**src/pwbd_pkg.sv**
```systemverilog
// Shared types and constants for the pulse-width bit decoder.
package pwbd_pkg;

    // Width of the decoded word port and of the threshold register
    localparam int unsigned DATA_WIDTH      = 8;
    localparam int unsigned THRESH_WIDTH    = 32;
    localparam logic [THRESH_WIDTH-1:0] THRESH_RESET = 32'd5000;

    // Outcome of decoding one line sample
    typedef struct packed {
        logic                  emit;
        logic [DATA_WIDTH-1:0] data;
    } pwbd_result_t;

endpackage

```
**src/pulse_width_bit_decoder.sv**
```systemverilog
// Pulse-width bit decoder top level: sample register, decoder core, byte output register.
//
// One line sample per request, one request per cycle sustained unless the output stalls.
// Each sample is held in an input register, decoded combinationally by the core, and a
// finished byte lands in an output register. The input side keeps taking samples while a
// byte waits, stalling only when a new byte must be written while the previous one is
// still untaken. The threshold is a high time in ticks: a pulse strictly longer than it
// decodes as 0, otherwise 1; first bit lands in the MSB.
module pulse_width_bit_decoder #(
    parameter int unsigned BITS_PER_WORD = 8,
    parameter int unsigned COUNT_WIDTH   = 32
) (
    input  logic                                clk,
    input  logic                                rst_n,
    input  logic                                sample_valid,
    output logic                                sample_ready,
    input  logic                                line_level,
    output logic                                byte_valid,
    input  logic                                byte_ready,
    output logic [pwbd_pkg::DATA_WIDTH-1:0]     data_byte,
    output logic                                last,
    input  logic                                cfg_we,
    input  logic [pwbd_pkg::THRESH_WIDTH-1:0]   cfg_wdata
);
    import pwbd_pkg::*;

    logic [THRESH_WIDTH-1:0] threshold_reg;
    logic                    in_valid_reg, in_valid_next;
    logic                    level_reg;
    logic                    out_valid_reg, out_valid_next;
    logic [DATA_WIDTH-1:0]   out_data_reg;
    logic                    out_free;
    logic                    advance;
    logic                    load_out;
    pwbd_result_t            result;

    // Threshold register
    always_ff @(posedge clk or negedge rst_n)
    begin
        if (!rst_n)
        begin
            threshold_reg <= THRESH_RESET;
        end
        else if (cfg_we)
        begin
            threshold_reg <= cfg_wdata;
        end
    end

    pwbd_core #(
        .BITS_PER_WORD (BITS_PER_WORD),
        .COUNT_WIDTH   (COUNT_WIDTH)
    ) u_core (
        .clk       (clk),
        .rst_n     (rst_n),
        .step      (advance),
        .level     (level_reg),
        .threshold (threshold_reg),
        .result    (result)
    );

    // Flow control: a held sample moves on unless it makes a byte with no room for it
    assign out_free     = !out_valid_reg || byte_ready;
    assign advance      = in_valid_reg && (out_free || !result.emit);
    assign load_out     = advance && result.emit;
    assign sample_ready = !in_valid_reg || advance;

    always_comb
    begin
        in_valid_next  = (in_valid_reg && !advance) || (sample_valid && sample_ready);
        out_valid_next = load_out || (out_valid_reg && !byte_ready);
    end

    // Control registers
    always_ff @(posedge clk or negedge rst_n)
    begin
        if (!rst_n)
        begin
            in_valid_reg  <= 1'b0;
            out_valid_reg <= 1'b0;
        end
        else
        begin
            in_valid_reg  <= in_valid_next;
            out_valid_reg <= out_valid_next;
        end
    end

    // Payload registers
    always_ff @(posedge clk)
    begin
        if (sample_valid && sample_ready)
        begin
            level_reg <= line_level;
        end
        if (load_out)
        begin
            out_data_reg <= result.data;
        end
    end

    assign byte_valid = out_valid_reg;
    assign data_byte  = out_data_reg;
    assign last       = 1'b1;

endmodule

```
**src/pwbd_core.sv**
```systemverilog
// Decoder state and per-sample next-state logic: edge detect, tick count, bit shift.
module pwbd_core #(
    parameter int unsigned BITS_PER_WORD = 8,
    parameter int unsigned COUNT_WIDTH   = 32
) (
    input  logic                                  clk,
    input  logic                                  rst_n,
    input  logic                                  step,
    input  logic                                  level,
    input  logic [pwbd_pkg::THRESH_WIDTH-1:0]     threshold,
    output pwbd_pkg::pwbd_result_t                result
);
    import pwbd_pkg::*;

    localparam int unsigned CNT_W = $clog2(BITS_PER_WORD + 1);
    localparam int unsigned CMP_W = (COUNT_WIDTH > THRESH_WIDTH) ? COUNT_WIDTH : THRESH_WIDTH;
    localparam logic [CNT_W-1:0] LAST_BIT = CNT_W'(BITS_PER_WORD - 1);

    logic                   prev_level_reg, prev_level_next;
    logic [COUNT_WIDTH-1:0] tick_count_reg, tick_count_next;
    logic [COUNT_WIDTH-1:0] high_time_reg, high_time_next;
    logic [DATA_WIDTH-1:0]  shift_bits_reg, shift_bits_next;
    logic [CNT_W-1:0]       bit_count_reg, bit_count_next;

    logic                   rising;
    logic                   falling;
    logic                   new_bit;
    logic [COUNT_WIDTH-1:0] tick_inc;
    logic [DATA_WIDTH-1:0]  shifted;

    // Edge detect and bit decision
    assign rising   = !prev_level_reg && level;
    assign falling  = prev_level_reg && !level;
    assign new_bit  = !(CMP_W'(high_time_reg) > CMP_W'(threshold));
    assign shifted  = {shift_bits_reg[DATA_WIDTH-2:0], new_bit};
    // saturating increment
    assign tick_inc = (&tick_count_reg) ? tick_count_reg : tick_count_reg + 1'b1;

    // Result of this sample
    always_comb
    begin
        result.emit = rising && (bit_count_reg == LAST_BIT);
        result.data = shifted;
    end

    // Next state
    always_comb
    begin
        prev_level_next = level;
        tick_count_next = tick_count_reg;
        high_time_next  = high_time_reg;
        shift_bits_next = shift_bits_reg;
        bit_count_next  = bit_count_reg;
        if (rising)
        begin
            tick_count_next = '0;
            if (result.emit)
            begin
                shift_bits_next = '0;
                bit_count_next  = '0;
            end
            else
            begin
                shift_bits_next = shifted;
                bit_count_next  = bit_count_reg + 1'b1;
            end
        end
        else
        begin
            tick_count_next = tick_inc;
            if (falling)
            begin
                high_time_next = tick_inc;
            end
        end
    end

    // State registers, updated once per consumed sample
    always_ff @(posedge clk or negedge rst_n)
    begin
        if (!rst_n)
        begin
            prev_level_reg <= 1'b0;
            tick_count_reg <= '0;
            high_time_reg  <= '0;
            shift_bits_reg <= '0;
            bit_count_reg  <= '0;
        end
        else if (step)
        begin
            prev_level_reg <= prev_level_next;
            tick_count_reg <= tick_count_next;
            high_time_reg  <= high_time_next;
            shift_bits_reg <= shift_bits_next;
            bit_count_reg  <= bit_count_next;
        end
    end

endmodule

```
**config.mk**
```make
export PLATFORM = sky130hd
export DESIGN_NAME = pulse_width_bit_decoder
export DESIGN_NICKNAME = d
export VERILOG_FILES = /design/src/pwbd_pkg.sv /design/src/pulse_width_bit_decoder.sv /design/src/pwbd_core.sv
export SDC_FILE = /design/constraint.sdc
export NUM_CORES = 1
export LEC_CHECK = 0
export ABC_AREA = 1
export BUFFER_PORTS_ARGS = -buffer_cell sky130_fd_sc_hd__buf_2
export CORE_MARGIN = 1.5
export CORE_UTILIZATION = 45
export CTS_BUF_LIST = sky130_fd_sc_hd__clkbuf_2
export DETAILED_ROUTE_END_ITERATION = 16
export SLEW_MARGIN = 10
export SYNTH_ARGS = -nofsm -noshare
export SYNTH_HDL_FRONTEND = slang
export SYNTH_HIERARCHICAL = 1
export SYNTH_SLANG_ARGS = --single-unit
```
**constraint.sdc**
```tcl
create_clock -name clk -period 5.4 [get_ports clk]
set_input_delay 0.27 -clock clk [delete_from_list [all_inputs] [get_ports clk]]
set_output_delay 0.27 -clock clk [all_outputs]
set_load 0.005 [all_outputs]
```
# [After elaboration in Yosys (flattened, before gate mapping)]
# Index checks and enable logic that the tools add are counted.
[totals] ff_bits=119 in_bits=38 out_inout_bits=11 word_cells=43
[op_classes] n_addsub=2 magnitude_cmp=1 eq_ne=1 muxes=4 bitwise_logic=1 n_reduce_logical=24
[op_table] cell="$mux W32" n=2
[op_table] cell="$add A32 B1 Y32 const B" n=1
[op_table] cell="$gt A32 B32 Y1" n=1
[op_table] cell="$reduce_and A32 Y1" n=1
[op_table] cell="$logic_and A1 B1 Y1" n=8
[op_table] cell="$logic_not A1 Y1" n=8
[op_table] cell="$mux W7" n=1
[op_table] cell="$logic_or A1 B1 Y1" n=5
[op_table] cell="$add A4 B1 Y4 const B" n=1
[op_table] cell="$eq A4 B3 Y1 const B" n=1
[op_table] cell="$mux W4" n=1
[op_table] cell="$reduce_and A3 Y1" n=1
[op_table] cell="$reduce_and A2 Y1" n=1
[op_table] cell="$not A1 Y1" n=1

# [Logic depth before layout (Yosys ltp)]
[logic_depth] ltp_word=9 mapped_depth=16 ltp_nobuf=16

# [Modules after synthesis]
# Netlist, hierarchy kept.
[modules_own_cells] mod="pwbd_core" instances=1 cells_per_inst=663 area_per_inst_um2=4782.1 seq_area_each_um2=1901.8
[modules_own_cells] mod="pulse_width_bit_decoder" instances=1 cells_per_inst=161 area_per_inst_um2=1805.5 seq_area_each_um2=1127.3

# [Worst setup path before layout]
# Ideal clock, no wire load.
[synth_timing] path_kind="flip-flop to flip-flop" from="register u_core.bit_count_reg[1]" to="register u_core.high_time_reg[20]" setup_time_ps=117 arrival_time_ps=1969 t_required_ps=5283 setup_slack_ps=3314 path_stages_with_launch=13 n_path_buf=2 synth_period_minus_slack_ps=2086 path_cell_list="dfrtp_1 ha_1 inv_1 nor4_1 nand3_1 nand2_1 inv_1 inv_1 nor3_1 clkbuf_1 clkbuf_1 nand2_1 nand2_1"
[synth_lines] item="from (decl)" line_no="pwbd_core.sv:23" text="logic [CNT_W-1:0] bit_count_reg, bit_count_next;"
[synth_lines] item="from (signal assigned)" line_no="pwbd_core.sv:95" text="bit_count_reg <= bit_count_next;"
[synth_lines] item="to (signal assigned)" line_no="pwbd_core.sv:93" text="high_time_reg <= high_time_next;"
[synth_lines] item="to (decl)" line_no="pwbd_core.sv:21" text="logic [COUNT_WIDTH-1:0] high_time_reg, high_time_next;"

==> flow_metrics.env <==
export IMPL_timing_rr_end="u_core/high_time_reg[8]$_DFFE_PN0P_"
export IMPL_hold_violations=0
export IMPL_postCtsHoldBufs=37
export IMPL_synth_top_family_by_area="simple AND/OR/NAND/NOR gates"
export IMPL_nets=981
export IMPL_switching_power_w=0.000594
export IMPL_slew_violations=0
export IMPL_synth_xor_area_frac=0.0346
export IMPL_cellLeakagePower_nw=3.87
export IMPL_grt_use_met3=0.0490
export IMPL_fp_row_count=44
export IMPL_start_util=0.457
export IMPL_max_freq_mhz=259
export IMPL_crit_path_frequent_cell="inv_1"
export IMPL_grt_pass1_vias=5002
export IMPL_synthCells=824
export IMPL_arrival_ns=4.43
export IMPL_cp_cell_sequence="ha_1 > inv_1 > nor4_1 > nand3_1 > nand2_1 > inv_1 > inv_1 > nor3_2 > buf_4 > clkinv_1 > o21ai_0"
export IMPL_syn_area_um2=6590
export IMPL_use_met1=0.259
export IMPL_grt_ovfl_total=0
export IMPL_slew_headroom=0.345
export IMPL_place_congestion=0.915
export IMPL_worst_slew_pin_slew_ns=0.976
export IMPL_ctsHtreeMaxLevel=4
export IMPL_period_share=0.714
export IMPL_drt_iter0_markers=252
export IMPL_synth_mux_area_frac=0
export IMPL_worstPathMaxFanout=36
export IMPL_busiest_layer="met2"
export IMPL_finalSetupTns_ns=0
export IMPL_max_stage_delay_ns=0.84
export IMPL_yosysWarnings=6
export IMPL_synth_distinct_cells=34
export IMPL_clk_insertion_delay_late_ns=0.67
export IMPL_drive_gt1_frac=0.145
export IMPL_fin_crit_ns=3.86
export IMPL_via_per_inst=4.71
export IMPL_drt_total_wl_um=13900
export IMPL_clock_skew_ns=0.0408
export IMPL_mostFrequentLayoutCell="nand2_1"
export IMPL_cts_tree="yes"
export IMPL_internal_power_w=0.00131
export IMPL_port_buffers=47
export IMPL_yosys_area_share_simple=0.247
export IMPL_swShare=0.312
export IMPL_dp_hpwl_um=9900
export IMPL_rrSetupSlack_ns=1.54
export IMPL_p_per_area_nw_per_um2=255
export IMPL_reg2reg_depth=11
export IMPL_grtUsageMet2=0.317
export IMPL_drt_pass1_iter_count=5
export IMPL_cts_buffers_inserted=17
export IMPL_critPathLaunchType="register"
export IMPL_routedWlPerCell_um=12.5
export IMPL_grt_pass1_wl_um=23200
export IMPL_final_setup_viol_count=0
export IMPL_ios=49
export IMPL_slowest_stage="clkinv_1"
export IMPL_vias=5214
export IMPL_dieArea_um2=15400
export IMPL_rsz0062_at_grt="no"
export IMPL_antenna_found_initial=1
export IMPL_post_cts_resized=0
export IMPL_drc=0
export IMPL_crit_path_end_kind="register"
export IMPL_rr_startpoint="u_core/bit_count_reg[1]$_DFFE_PN0P_"
export IMPL_ir_drop_uv=133
export IMPL_grt_max_degree=66
export IMPL_startpoint="u_core/bit_count_reg[1]$_DFFE_PN0P_"
export IMPL_core_um2=14400
export IMPL_crit_type="register to register"
export IMPL_power_frac_comb=0.181
export IMPL_die_width_um=124
export IMPL_cts_root_buffer="clkbuf_2"
export IMPL_cp_required_ns=5.97
export IMPL_cts_sinks=119
export IMPL_hp_class="primary input to asynchronous set/reset pin"
export IMPL_track_usage=0.197
export IMPL_area_growth_pct=13.3
export IMPL_ys_ff_latch=119
export IMPL_synth_nets=896
export IMPL_mostFrequentLayoutCells="288 x nand2_1, 129 x inv_1, 105 x dfrtp_1, 47 x nor2_1, 46 x buf_2"
export IMPL_die_h_um=124
export IMPL_total_power_w=0.00190
export IMPL_synth_compound_area_share=0.0893
export IMPL_max_cap_violations=0
export IMPL_p_clk_frac=0.260
export IMPL_clk_pin_slew_ns=0.18
export IMPL_seq_power_share=0.559
export IMPL_clock_path_buffers=2
export IMPL_cts_setup_buffers=0
export IMPL_synthAdderAreaFrac=0.0646
export IMPL_ant_nets=0
export IMPL_syn_area_per_cell_um2=7.99
export IMPL_seq_area_frac_synth=0.460
export IMPL_outcome="finished, final reports clean"
-- power groups by stage --
stage | clock, W | sequential [W] | combinational [W]
2_1_floorplan | 0 | 0.00107 | 0.000250
3_3_place_gp | 0 | 0.00108 | 0.000321
3_5_place_dp | 0 | 0.00108 | 0.000328
4_1_cts | 0.000516 | 0.00107 | 0.000350
5_1_grt | 0.000554 | 0.00108 | 0.000411
6_report | 0.000494 | 0.00106 | 0.000345
-- metrics by stage --
stage	hold WS [ns]	cells	utilization	cell area [µm²]	worst slack, ns
2_1_floorplan	-0.0256	824	-	6590	3.31
3_3_place_gp	0.315	1037	0.479	6900	1.67
3_5_place_dp	0.308	1037	0.479	6900	1.58
4_1_cts	0.0680	1106	0.517	7460	1.51
5_1_grt	0.112	1107	0.517	7460	1.09
6_report	0.117	1107	0.517	7460	1.54
-- worst max-delay path: cells and delay by family (launching register included) --
family	cells	cell delay [ns]
adders and majority gates	1	0.20
AOI/OAI and AO/OA	1	0.40
DFF	1	0.44
buffers and inverters	5	2.25
and+or+nand+nor	4	0.42
-- cell families (layout without fill, tap and decap cells) --
kind of cell / after synthesis / in the layout
other: 1 / 2
buffers and inverters: 155 / 253
adders and majority gates: 34 / 34
AOI/OAI and AO/OA: 90 / 90
xor gates and xnor gates: 26 / 26
DFF: 119 / 119
and+or+nand+nor: 399 / 399
-- cell usage after synthesis --
| cell type | instances | area (µm²) |
|---|---|---|
| a21o_1 | 1 | 7.51 |
| a21oi_1 | 16 | 80.1 |
| buf_12 | 1 | 20.0 |
| buf_2 | 1 | 5.00 |
| buf_4 | 2 | 15.0 |
| buf_6 | 6 | 67.6 |
| buf_8 | 3 | 45.0 |
| clkbuf_1 | 9 | 33.8 |
| clkinv_1 | 1 | 3.75 |
| conb_1 | 1 | 3.75 |
| dfrtp_1 | 105 | 2630 |
| dfstp_2 | 5 | 131 |
| edfxtp_1 | 9 | 270 |
| ha_1 | 34 | 425 |
| inv_1 | 129 | 484 |
| inv_2 | 3 | 11.3 |
| nand2_1 | 288 | 1080 |
| nand2_2 | 8 | 50.1 |
| nand3_1 | 23 | 115 |
| nand4_1 | 9 | 56.3 |
| nor2_1 | 47 | 176 |
| nor2_2 | 2 | 12.5 |
| nor2_4 | 2 | 22.5 |
| nor3_1 | 17 | 85.1 |
| nor3_4 | 1 | 16.3 |
| nor4_1 | 1 | 6.26 |
| o21a_1 | 1 | 7.51 |
| o21ai_0 | 25 | 125 |
| o21ai_1 | 6 | 30.0 |
| o21ai_2 | 32 | 280 |
| o22ai_1 | 8 | 50.1 |
| o31ai_1 | 1 | 7.51 |
| or2_2 | 1 | 6.26 |
| xor2_1 | 26 | 228 |
-- layout make-up --
cell class              instances  area [µm²]
diodes                          1        2.50
clock buffers                  20         100
clock inverters                12        86.3
fillers                      1416        6960
inverters                     133         499
multi-input cells             550        2880
flip-flops and latches        119        3030
well taps                     184         230
repair buffers                 88         638
-- per-layer routing --
| layer | vias to the layer above | share of wire | wire length [µm] |
|---|---|---|---|
| li1 | 2739 | - | - |
| met1 | 2391 | 0.48 | 6690 |
| met2 | 72 | 0.47 | 6510 |
| met3 | 12 | 0.033 | 452 |
| met4 | 0 | 0.016 | 229 |
| met5 | - | 0 | 0 |
-- worst max-delay path by stage --
stage	to	slack, ns	cells past startpoint
6_report	u_core/high_time_reg[8]$_DFFE_PN0P_	1.54	11
5_1_grt	u_core/high_time_reg[24]$_DFFE_PN0P_	1.09	11
4_1_cts	u_core/high_time_reg[24]$_DFFE_PN0P_	1.51	11
3_5_place_dp	u_core/high_time_reg[6]$_DFFE_PN0P_	1.58	11
3_3_place_gp	u_core/high_time_reg[7]$_DFFE_PN0P_	1.67	11
2_1_floorplan	u_core/high_time_reg[20]$_DFFE_PN0P_	3.31	12
Power figures use the tool's default switching activity.
